$ cat config.mk
export PLATFORM = sky130hd
export DESIGN_NAME = calendar_date_step
export DESIGN_NICKNAME = d
export VERILOG_FILES = /design/src/sv/cds_pkg.sv /design/src/sv/calendar_date_step.sv
export VERILOG_INCLUDE_DIRS = /design/src /design/src/sv
export SDC_FILE = /design/constraint.sdc
export NUM_CORES = 1
export LEC_CHECK = 0
export BUFFER_PORTS_ARGS = -buffer_cell sky130_fd_sc_hd__buf_2
export CELL_PAD_IN_SITES_DETAIL_PLACEMENT = 2
export CELL_PAD_IN_SITES_GLOBAL_PLACEMENT = 2
export CORE_MARGIN = 2
export CORE_UTILIZATION = 38
export DETAILED_ROUTE_END_ITERATION = 12
export PLACE_DENSITY_LB_ADDON = 0.08
export SETUP_SLACK_MARGIN = 0.05
export SYNTH_ARGS = -nofsm -noshare
export SYNTH_HDL_FRONTEND = slang
export SYNTH_SLANG_ARGS = --single-unit
$ cat constraint.sdc
create_clock -name clk -period 7.5 [get_ports clk]
set_input_delay 0.375 -clock clk [delete_from_list [all_inputs] [get_ports clk]]
set_output_delay 0.375 -clock clk [all_outputs]
set_load 0.005 [all_outputs]
$ cat src/sv/assert_macros.svh
// Assertion helpers shared by the RTL. Each use sits in a module that has
// clk and rst_n; checks are disabled while reset is held.
`ifndef ASSERT_MACROS_SVH
`define ASSERT_MACROS_SVH

// Property must hold at every clock edge outside reset.
`define ASSERT_CLK(lbl, prop) \
  lbl: assert property (@(posedge clk) disable iff (!rst_n) prop) \
    else $error("assertion failed");

// Condition must never be seen at a clock edge outside reset.
`define ASSERT_NEVER(lbl, cond) \
  `ASSERT_CLK(lbl, !(cond))

`endif

$ cat src/sv/cds_pkg.sv
`default_nettype none

package cds_pkg;

  localparam int MODE_W   = 2;
  localparam int MONTH_W  = 4;
  localparam int DAY_W    = 5;
  localparam int YEAR_W   = 14;
  localparam int STATUS_W = 2;

  localparam int YEAR_MAX_DEF = 9999;

  typedef enum logic [MODE_W-1:0] {
    MODE_CHECK = 2'd0,
    MODE_NEXT  = 2'd1,
    MODE_PREV  = 2'd2
  } mode_t;

  typedef enum logic [STATUS_W-1:0] {
    ST_OK       = 2'd0,
    ST_BAD_DATE = 2'd1,
    ST_RANGE    = 2'd2
  } status_t;

  localparam logic [MONTH_W-1:0] MON_JAN = 4'd1;
  localparam logic [MONTH_W-1:0] MON_FEB = 4'd2;
  localparam logic [MONTH_W-1:0] MON_DEC = 4'd12;
  localparam logic [DAY_W-1:0]   DAY_FIRST = 5'd1;
  localparam logic [DAY_W-1:0]   DAY_31    = 5'd31;

  // 25 * INV25 == 1 mod 2**14; y is a multiple of 25 exactly when
  // y * INV25 mod 2**14 stays at or below floor((2**14 - 1) / 25).
  localparam logic [YEAR_W-1:0] INV25      = 14'd7209;
  localparam logic [YEAR_W-1:0] DIV25_LIM  = YEAR_W'(((1 << YEAR_W) - 1) / 25);

  // 4/100/400 rule. Year 0 comes out leap.
  function automatic logic leap_year(input logic [YEAR_W-1:0] y);
    logic [YEAR_W-1:0] prod;
    logic              div25;
    prod  = y * INV25;
    div25 = (prod <= DIV25_LIM);
    return (y[1:0] == 2'd0) && (!div25 || (y[3:0] == 4'd0));
  endfunction

  // Days in a month; zero for a month number outside 1..12.
  function automatic logic [DAY_W-1:0] month_len(input logic [MONTH_W-1:0] m,
                                                 input logic leap);
    logic [DAY_W-1:0] len;
    unique case (m)
      4'd1, 4'd3, 4'd5, 4'd7, 4'd8, 4'd10, 4'd12: len = 5'd31;
      4'd4, 4'd6, 4'd9, 4'd11:                    len = 5'd30;
      4'd2:                                       len = leap ? 5'd29 : 5'd28;
      default:                                    len = 5'd0;
    endcase
    return len;
  endfunction

endpackage

`default_nettype wire

$ cat src/sv/calendar_date_step.sv
// Channel  | Ports                                        | Handshake
// ---------+----------------------------------------------+----------------------------
// input    | in_mode, in_month, in_day, in_year           | word taken when start & !busy
// result   | out_status, out_month, out_day, out_year,    | word shown one cycle with
//          | out_is_leap                                  | out_valid, never held off
//
// One word per cycle, sustained. A word passes through the input register,
// then the date logic (a 14-bit constant multiply for the leap test, small
// month-length compares) into the result register.
// busy is high only while rst_n is low; synchronous reset clears both valid
// flags. The receiver cannot stall, so nothing backs up.
`default_nettype none

`include "assert_macros.svh"

module calendar_date_step #(
  parameter int YEAR_MAX = cds_pkg::YEAR_MAX_DEF
) (
  input  wire logic                          clk,
  input  wire logic                          rst_n,
  input  wire logic                          start,
  output logic                               busy,
  input  wire logic [cds_pkg::MODE_W-1:0]    in_mode,
  input  wire logic [cds_pkg::MONTH_W-1:0]   in_month,
  input  wire logic [cds_pkg::DAY_W-1:0]     in_day,
  input  wire logic [cds_pkg::YEAR_W-1:0]    in_year,
  output logic                               out_valid,
  output logic [cds_pkg::STATUS_W-1:0]       out_status,
  output logic [cds_pkg::MONTH_W-1:0]        out_month,
  output logic [cds_pkg::DAY_W-1:0]          out_day,
  output logic [cds_pkg::YEAR_W-1:0]         out_year,
  output logic                               out_is_leap
);
  import cds_pkg::*;

  localparam logic [YEAR_W-1:0] YMAX = YEAR_W'(YEAR_MAX);
  localparam logic [YEAR_W-1:0] YMIN = YEAR_W'(1);

  // input register
  logic               in_vld_r;
  logic [MODE_W-1:0]  mode_r;
  logic [MONTH_W-1:0] month_r;
  logic [DAY_W-1:0]   day_r;
  logic [YEAR_W-1:0]  year_r;

  // result register
  logic                out_vld_r;
  logic [STATUS_W-1:0] status_r, status_nxt;
  logic [MONTH_W-1:0]  month_o_r, month_nxt;
  logic [DAY_W-1:0]    day_o_r, day_nxt;
  logic [YEAR_W-1:0]   year_o_r, year_nxt;
  logic                leap_r, leap_nxt;

  logic               accept;
  logic [DAY_W-1:0]   mlen, prev_mlen;
  logic [MONTH_W-1:0] prev_month;
  logic               date_ok;

  assign busy   = ~rst_n;
  assign accept = start & ~busy;

  always_ff @(posedge clk) begin
    if (!rst_n) begin
      in_vld_r <= 1'b0;
    end else begin
      in_vld_r <= accept;
    end
    if (accept) begin
      mode_r  <= in_mode;
      month_r <= in_month;
      day_r   <= in_day;
      year_r  <= in_year;
    end
  end

  // --- date logic ---------------------------------------------------------
  assign leap_nxt   = leap_year(year_r);
  assign mlen       = month_len(month_r, leap_nxt);
  assign prev_month = month_r - 4'd1;
  assign prev_mlen  = month_len(prev_month, leap_nxt);

  // mlen is zero for a bad month, so day <= mlen also rejects those
  assign date_ok = (year_r >= YMIN) && (year_r <= YMAX) &&
                   (month_r >= MON_JAN) && (month_r <= MON_DEC) &&
                   (day_r != 5'd0) && (day_r <= mlen);

  always_comb begin
    status_nxt = ST_OK;
    month_nxt  = month_r;
    day_nxt    = day_r;
    year_nxt   = year_r;
    if (!date_ok) begin
      status_nxt = ST_BAD_DATE;
    end else begin
      unique case (mode_r)
        MODE_NEXT: begin
          if (day_r < mlen) begin
            day_nxt = day_r + 5'd1;
          end else if (month_r < MON_DEC) begin
            day_nxt   = DAY_FIRST;
            month_nxt = month_r + 4'd1;
          end else if (year_r < YMAX) begin
            day_nxt   = DAY_FIRST;
            month_nxt = MON_JAN;
            year_nxt  = year_r + 14'd1;
          end else begin
            status_nxt = ST_RANGE;   // past Dec 31 of the last year
          end
        end
        MODE_PREV: begin
          if (day_r > DAY_FIRST) begin
            day_nxt = day_r - 5'd1;
          end else if (month_r > MON_JAN) begin
            month_nxt = prev_month;
            day_nxt   = prev_mlen;
          end else if (year_r > YMIN) begin
            month_nxt = MON_DEC;
            day_nxt   = DAY_31;
            year_nxt  = year_r - 14'd1;
          end else begin
            status_nxt = ST_RANGE;   // before Jan 1 of year one
          end
        end
        default: begin
          // check only; unused mode code behaves the same
        end
      endcase
      if (status_nxt != ST_OK) begin
        month_nxt = month_r;
        day_nxt   = day_r;
        year_nxt  = year_r;
      end
    end
  end

  always_ff @(posedge clk) begin
    if (!rst_n) begin
      out_vld_r <= 1'b0;
    end else begin
      out_vld_r <= in_vld_r;
    end
    if (in_vld_r) begin
      status_r  <= status_nxt;
      month_o_r <= month_nxt;
      day_o_r   <= day_nxt;
      year_o_r  <= year_nxt;
      leap_r    <= leap_nxt;
    end
  end

  assign out_valid   = out_vld_r;
  assign out_status  = status_r;
  assign out_month   = month_o_r;
  assign out_day     = day_o_r;
  assign out_year    = year_o_r;
  assign out_is_leap = leap_r;

  // --- checks -------------------------------------------------------------
  `ASSERT_CLK(a_lat_two, accept |-> ##2 out_valid)
  `ASSERT_CLK(a_no_orphan, out_valid |-> $past(accept, 2))
  `ASSERT_CLK(a_err_echo, (out_valid && out_status != ST_OK) |->
    (out_month == $past(in_month, 2) && out_day == $past(in_day, 2) &&
     out_year == $past(in_year, 2)))
  `ASSERT_NEVER(a_ok_bad_date, out_valid && out_status == ST_OK &&
    (out_month < MON_JAN || out_month > MON_DEC || out_day == 5'd0))

endmodule

`default_nettype wire

==> results.cfg, run 1 <==
[outcome]
outcome = finished clean

[clocking]
clk-insertion-delay-late_ps = 310
cts_tree = done
cts_made_buffers = 5
cts-root-buf = clkbuf_16
clockBufferDepth = 2
clk_pin_slew_ps = 80
cts_num_sinks = 53
htreeDepth = 2

[timing]
setup_violations = 0
min_period_over_period = 0.9478
period_needed_ps = 7108
hold_viol = 0
fmaxAchievable_ghz = 0.1407
worst_slew_pin_slew_ps = 784.7
finalSetupTns_ps = 0
clock_skew_ps = 9.876
relSlewSlack = 0.4734
rsz0062_at_grt = no
maxSlewViolCount = 0

[pwr]
power_frac_seq = 0.332
ir_worst_vdd_uv = 100.6
p_leak_nw = 2.195
powerDensity_nw_per_um2 = 207.0
pwr-share-clk = 0.241
pwr-share-comb = 0.427
p_switching_mw = 0.4280
internal-power_mw = 0.7173
switching_share = 0.3737

[final_layout]
final_nets = 661
final_core_util = 0.4384
layout-drive-gt1-share = 0.1876
finalNonFillerCells = 737
num_antenna_cells = 0
area_growth_pct = 13.09

[synth]
synth.most_common_cell = ha_1
synth_area_leaders = edfxtp_1 31%, ha_1 15%, fa_1 4.5%, inv_1 4.0%, nand2_1 3.1%
syn_inst = 513
netlist_area_um2 = 4892
synth-seq-cells = 53
ys_async_sr_fraction = 0
synth_cell_type_count = 84
ys.flop_type = edfxtp_1
yosysSeqAreaShare = 0.3212
yosysTopAreaCellShare = 0.3130
synth.top_cells.by_count = 58 x ha_1, 52 x inv_1, 51 x edfxtp_1, 41 x nand2_1, 34 x nor2_1
synth_nets = 610
syn_avg_cell_area_um2 = 9.536
synth-edff-count = 51
synth_area_leader_cell = edfxtp_1
yosys_warnings = 0

[setup_path]
r2r_slack_ps = 390
critPathRequiredTime_ps = 7640
start_kind = flop
crit_fanout = 12
worstPathArrival_ps = 7250
path_class = reg -> reg
cp-end-kind = flop

[floorplan]
rows = 41
dieHeight_um = 117.5
coreArea_um2 = 12620
start_util = 0.3877
fp.dieW_um = 117.5
dieArea_um2 = 13800
ios = 56

[grt]
grt_pass1_vias = 4736
antenna_found_initial = 0
grt_max_degree = 30
grt_pass1_wl_um = 26760
grt_usage = 0.2465
grt_remaining_overflow = 0

[drt]
drtIter0Drc = 321
ant_nets = 0
routedWlPerCell_um = 22.40
drt-total-wl_um = 16510
via_count = 4334
vias_per_cell = 5.881
drc = 0
firstDrtPassIters = 4

[place]
place_inst = 728
gp_congestion = 0.8610
hpwlAfterDp_um = 12460
place.port_buffers = 55

[min_path]
hold_class = in -> reg

[run]
drv_cap = 0
==> metrics by stage <==
| stage | cell area (um^2) | power (mW) | hold WS (ps) | worst slack, ps |
|---|---|---|---|---|
| CTS | 5520 | 1.157 | 226.7 | 149.8 |
| detailed placement | 5351 | 0.8746 | 553.7 | 188.8 |
| global route | 5533 | 1.228 | 227.2 | 51.11 |
| global placement | 5351 | 0.8514 | 551.0 | 566.9 |
| floorplan | 4892 | 0.7276 | 473.9 | 1157 |
| finish | 5533 | 1.145 | 232.2 | 391.5 |
==> final cells by class <==
class | count | area (um^2)
Inverter | 52 | 195.2
Tap cell | 172 | 215.2
Clock inverter | 3 | 43.79
Timing Repair Buffer | 68 | 372.9
Sequential cell | 53 | 1572
Fill cell | 1361 | 7087
Clock buffer | 5 | 125.1
Multi-Input combinational cell | 384 | 3009
==> registers in the layout, indices dropped and copies added (netlist names) <==
signal	count
out_valid	1
month_r	4
in_vld_r	1
day_r	5
out_is_leap	1
out_status	2
out_year	14
out_day	5
year_r	14
out_month	4
mode_r	2
==> worst max-delay path, cell delays in order, from the launching register on <==
cell	delay (ps)
edfxtp_1	540
fa_1	510
ha_1	290
ha_1	270
inv_1	50
fa_1	500
fa_1	560
inv_1	50
ha_1	330
or3b_2	440
and4_1	210
o221ai_1	250
nor3_1	80
a21boi_0	280
a2111oi_0	160
a21oi_1	180
ha_1	170
nor2b_1	50
o31ai_2	370
a211oi_1	240
a22oi_2	350
nand2_2	200
buf_4	230
or4_1	520
o211ai_1	100
==> cells in the final DEF (no fill, tap or decap), drive strengths merged, types with 10 or more instances in the layout <==
master / instances
a21oi: 28
inv: 53
nand2: 42
edfxtp: 51
nand3: 15
xnor2: 11
fa: 11
nor2: 35
nor3: 12
o21ai: 17
buf: 68
o31ai: 10
ha: 58
==> per-layer routing <==
layer | vias to the layer above | share of wire | GRT usage
met5 | - | 0 | 0
met4 | 0 | 0.015 | 0.06325
met3 | 16 | 0.040 | 0.03488
met2 | 105 | 0.49 | 0.4137
met1 | 2198 | 0.46 | 0.3349
li1 | 2015 | - | -
==> power groups by stage <==
stage               logic, mW  registers (mW)  clock network (mW)
floorplan               0.351           0.376                   0
global placement        0.466           0.385                   0
detailed placement      0.488           0.387                   0
CTS                     0.493           0.380               0.284
global route            0.552           0.384               0.292
finish                  0.489           0.380               0.277
==> final timing paths <==
check                                         start               endpoint  depth (start not counted)
worst max-delay path            year_r[1]$_DFFE_PP_  out_year[9]$_DFFE_PP_                         24
worst min-delay path                      in_day[0]     day_r[0]$_DFFE_PP_                          1
worst max register to register  year_r[1]$_DFFE_PP_  out_year[9]$_DFFE_PP_                         24
worst min register to register  in_vld_r$_SDFF_PN0_  out_is_leap$_DFFE_PP_                          1
==> cells by family after synthesis <==
family	count (synthesis)	synth area share
compound gates	143	0.2184
xor+xnor	13	0.02609
fa+ha+maj	69	0.1934
buf+inv	76	0.06471
flops	53	0.3212
mux	2	0.004092
simple gates	157	0.1721
==> timing repair <==
action	4_1_cts	5_1_grt
endpoints found under the setup margin	0	19
resized for setup	0	1
hold buffers	0	0
setup buffers	0	1
Note: power is estimated with default switching activity, not from simulation.
==> run 2: changes to the inputs <==
Settings changed: CORE_MARGIN 2 to unset.
==> results.cfg, run 2 (same netlist as run 1, synthesis figures left out) <==
[grt]
grt_pass1_wl_um = 26170
grt_pass1_vias = 4715
antenna_found_initial = 0
grt_usage = 0.2653
grt_max_degree = 30
grt_remaining_overflow = 0

[clocking]
cts_tree = done
cts_num_sinks = 53
clockBufferDepth = 2
postCtsSetupRepairBufs = 0
cts_hold_buffers = 0
clk_pin_slew_ps = 80
htreeDepth = 2
cts-root-buf = clkbuf_16
clk-insertion-delay-late_ps = 320
cts_made_buffers = 5

[run]
drv_cap = 0

[timing]
hold_viol = 0
clock_skew_ps = 13.90
min_period_over_period = 0.9365
finalSetupTns_ps = 0
fmaxAchievable_ghz = 0.1424
relSlewSlack = 0.2142
worst_slew_pin_slew_ps = 1179
period_needed_ps = 7024
rsz0062_at_grt = no
maxSlewViolCount = 0
setup_violations = 0

[drt]
via_count = 4284
firstDrtPassIters = 4
ant_nets = 0
drc = 0
drtIter0Drc = 283
routedWlPerCell_um = 22.35
drt-total-wl_um = 16430
vias_per_cell = 5.829

[floorplan]
fp.dieW_um = 115.5
dieArea_um2 = 13330
coreArea_um2 = 12570
rows = 41
dieHeight_um = 115.5
start_util = 0.3892
ios = 56

[final_layout]
area_growth_pct = 12.43
final_common_cell = ha_1
most-common-layout-cells = 58 x ha_1, 55 x buf_2, 52 x inv_1, 51 x edfxtp_1, 41 x nand2_1
nFillCells = 1407
final_nets = 659
layout-drive-gt1-share = 0.1847
num_antenna_cells = 0
multi_input_area_um2 = 3009
seqCellArea_um2 = 1572
final_core_util = 0.4376

[place]
gp_congestion = 0.8434
hpwlAfterDp_um = 12440
place.port_buffers = 55

[setup_path]
worstPathArrival_ps = 7080
crit_fanout = 15
start_kind = flop
cp-end-kind = flop
path_class = reg -> reg
critPathRequiredTime_ps = 7550

[pwr]
p_leak_nw = 2.175
ir_worst_vdd_uv = 131.7
powerDensity_nw_per_um2 = 204.5

[outcome]
outcome = finished clean

[min_path]
hold_class = in -> reg
-- run 2: cell types whose count changed in the layout (fill, tap and decap cells not counted), sizes merged --
cell and change:
clkinv +1, buf -2, bufinv -1
-- run 2: per-layer routing --
layer / vias to the layer above / GRT usage / wire length [um]
met5: - / 0 / 0
met4: 0 / 0.08571 / 271
met3: 17 / 0.03504 / 609
met2: 92 / 0.4551 / 8032
met1: 2158 / 0.3455 / 7516
li1: 2017 / - / -
-- run 2: area by class of cell --
type | instances | share of cell area
Tap cell | 172 | 0.03913
Timing Repair Buffer | 66 | 0.06506
Sequential cell | 53 | 0.2857
Clock inverter | 3 | 0.004777
Clock buffer | 5 | 0.02275
Multi-Input combinational cell | 384 | 0.5471
Inverter | 52 | 0.03549
-- run 2: path summary, 6_finish.rpt --
kind,start,endpoint,slack (ps),cells after the start
setup / recovery,year_r[0]$_DFFE_PP_,out_day[0]$_DFFE_PP_,480,25
hold reg to reg,in_vld_r$_SDFF_PN0_,out_month[2]$_DFFE_PP_,580,0
setup reg to reg,year_r[0]$_DFFE_PP_,out_day[0]$_DFFE_PP_,480,25
hold / removal,in_month[0],month_r[0]$_DFFE_PP_,220,1
-- run 2: stage by stage --
step	power, mW	instances	hold WS (ps)	cell area, um^2	setup slack (ps)
floorplan	0.7276	513	473.9	4892	1157
global placement	0.8519	727	551.1	5344	684.2
detailed placement	0.8811	727	553.7	5344	310.8
CTS	1.136	735	216.6	5495	307.4
global route	1.202	735	215.4	5500	72.57
finish	1.125	735	223.9	5500	476.3
-- run 2: what timing repair did --
item	4_1_cts	5_1_grt
resized for setup	0	1
setup endpoints to repair	0	12
endpoints found under the hold margin	0	0
-- run 2: power breakdown --
| group | internal [mW] | switching, mW | leakage [nW] |
|---|---|---|---|
| Sequential | 0.352 | 0.0270 | 0.492 |
| Clock | 0.127 | 0.121 | 0.0744 |
| Combinational | 0.208 | 0.290 | 1.61 |
-- run 2: worst max-delay path, stage by stage, from the launching register on --
cell       delay (ps)
edfxtp_1          430
buf_4             210
ha_1              280
ha_1              330
ha_1              270
inv_1              50
fa_1              500
fa_1              560
inv_1              50
ha_1              340
or3b_2            450
and4_1            210
o221ai_1          240
nor3_1             90
a21boi_0          290
a2111oi_0         160
a21oi_1           150
ha_1              170
nor2b_1            70
o31ai_2           350
a211oi_1          250
a22oi_2           400
nand2_2           200
buf_4             250
a2111oi_0         370
a31oi_1            80
==> run 3: changes to the inputs <==
Settings changed: CORE_UTILIZATION 38 to 34, REMOVE_ABC_BUFFERS set to 1.
Clock period 7.5 ns to 5.75 ns, I/O delays scaled along.
==> results.cfg, run 3 (same netlist as run 1, synthesis figures left out) <==
[outcome]
outcome = finished, violations left
violations = negative setup slack

[grt]
grt_pass1_wl_um = 28560
grt_max_degree = 30
grt_remaining_overflow = 0
antenna_found_initial = 0
grt_usage = 0.2578
grt_pass1_vias = 5015

[place]
place.port_buffers = 55
hpwlAfterDp_um = 13380
place_inst = 789
gp_congestion = 0.8666
pre_cts_slack_ps = -1040

[timing]
rsz0062_at_grt = yes
fmaxAchievable_ghz = 0.1595
finalSetupTns_ps = -10050
clock_skew_ps = 2.902
min_period_over_period = 1.091
finalWorstSetupSlack_ps = -521.5
setup_violations = 24
hold_viol = 0
period_needed_ps = 6271
maxSlewViolCount = 0
fin_hold_ws_ps = 153.6
worst_slew_pin_slew_ps = 778.5
relSlewSlack = 0.4775

[setup_path]
cp-end-kind = flop
crit_chain = fa_1 > ha_4 > ha_4 > inv_2 > fa_1 > fa_1 > inv_2 > ha_4 > or3b_4 > and4_4 > o221ai_4 > nor3_2 > a21boi_2 > a2111oi_2 > a21oi_1 > ha_2 > nor2b_4 > o31ai_4 > a211oi_2 > a22oi_2 > buf_4 > and2_4 > o221ai_1 > a22o_1
critPathRequiredTime_ps = 5810
crit_fanout = 5
critical-path-max-stage-delay_ps = 610
worstPathArrival_ps = 6330
crit_slowest_cell = fa_1
start_kind = flop
path_class = reg -> reg

[drt]
routedWlPerCell_um = 22.67
via_count = 4664
drt-total-wl_um = 18390
drtIter0Drc = 294
firstDrtPassIters = 4
vias_per_cell = 5.751
drc = 0
ant_nets = 0

[final_layout]
nFillCells = 1506
num_antenna_cells = 0
layout-drive-gt1-share = 0.3423
final_core_util = 0.4596
finalNonFillerCells = 811
final_common_cell = buf_4
area_growth_pct = 30.92
most-common-layout-cells = 69 x buf_4, 55 x buf_2, 53 x ha_1, 51 x edfxtp_1, 49 x inv_1
final_nets = 727

[pwr]
p_leak_nw = 2.590
ir_worst_vdd_uv = 124.5
powerDensity_nw_per_um2 = 282.3

[clocking]
cts_num_sinks = 53
clk_pin_slew_ps = 70
cts_hold_buffers = 0
cts-root-buf = clkbuf_16
clockBufferDepth = 2
cts_tree = done
clk-insertion-delay-late_ps = 300
htreeDepth = 2
cts_made_buffers = 5

[floorplan]
rows = 43
dieArea_um2 = 14870
fp.dieW_um = 122.0
ios = 56
coreArea_um2 = 13930
dieHeight_um = 122.0
start_util = 0.3511

[run]
drv_cap = 0

[min_path]
hold_class = in -> reg
run 3: cell types whose count changed in the layout (fill, tap and decap cells not counted), moves of 4 or more:
cell     delta
a21oi_1     -5
buf_4      +58
buf_6       +7
ha_1        -5
o21ai_0     -4
run 3: metrics by stage:
step,power (mW),area [um^2]
after floorplan,0.9370,4771
after global placement,1.240,5784
after detailed placement,1.279,5784
after CTS,1.715,6217
after global routing,1.922,6405
final,1.808,6405
run 3: where the power goes:
group          switching [mW]  internal, mW
Clock                   0.143         0.163
Sequential             0.0269         0.459
Combinational           0.521         0.495
run 3: worst max-delay path, delay by kind of cell (launching register included):
kind / cells / cell delay [ps]
fa+ha+maj: 7 / 2580
compound gates: 9 / 1910
simple gates: 5 / 890
flops: 1 / 440
buf+inv: 3 / 230
run 3: timing repair:
item                                    4_1_cts  5_1_grt
resized for setup                            48       29
pin swaps                                    27       21
cloned                                        1        0
buffers inserted                              9        6
endpoints found under the setup margin       25       25
run 3: cell type report:
class                   instances  area (um^2)  share of cell area
inverters                      52        195.2             0.03047
well taps                     180        225.2             0.03516
multi-input cells             384         3337              0.5210
flip-flops and latches         53         1572              0.2454
clock buffers                   8        136.4             0.02129
repair buffers                134        939.7              0.1467
run 3: per-layer routing:
metal | vias to the layer above | GRT usage | wire [um]
met2 | 120 | 0.4096 | 8701
met5 | - | 0 | 0
li1 | 2153 | - | -
met1 | 2374 | 0.3639 | 8256
met4 | 0 | 0.06944 | 259
met3 | 17 | 0.03558 | 1170
run 3: path summary, 6_finish.rpt:
check        slack [ps]                     to  depth (start not counted)           startpoint
max                -520  out_year[1]$_DFFE_PP_                         24  year_r[0]$_DFFE_PP_
min                 150    year_r[5]$_DFFE_PP_                          1           in_year[5]
max reg2reg        -520  out_year[1]$_DFFE_PP_                         24  year_r[0]$_DFFE_PP_
min reg2reg         650  out_year[0]$_DFFE_PP_                          0  in_vld_r$_SDFF_PN0_
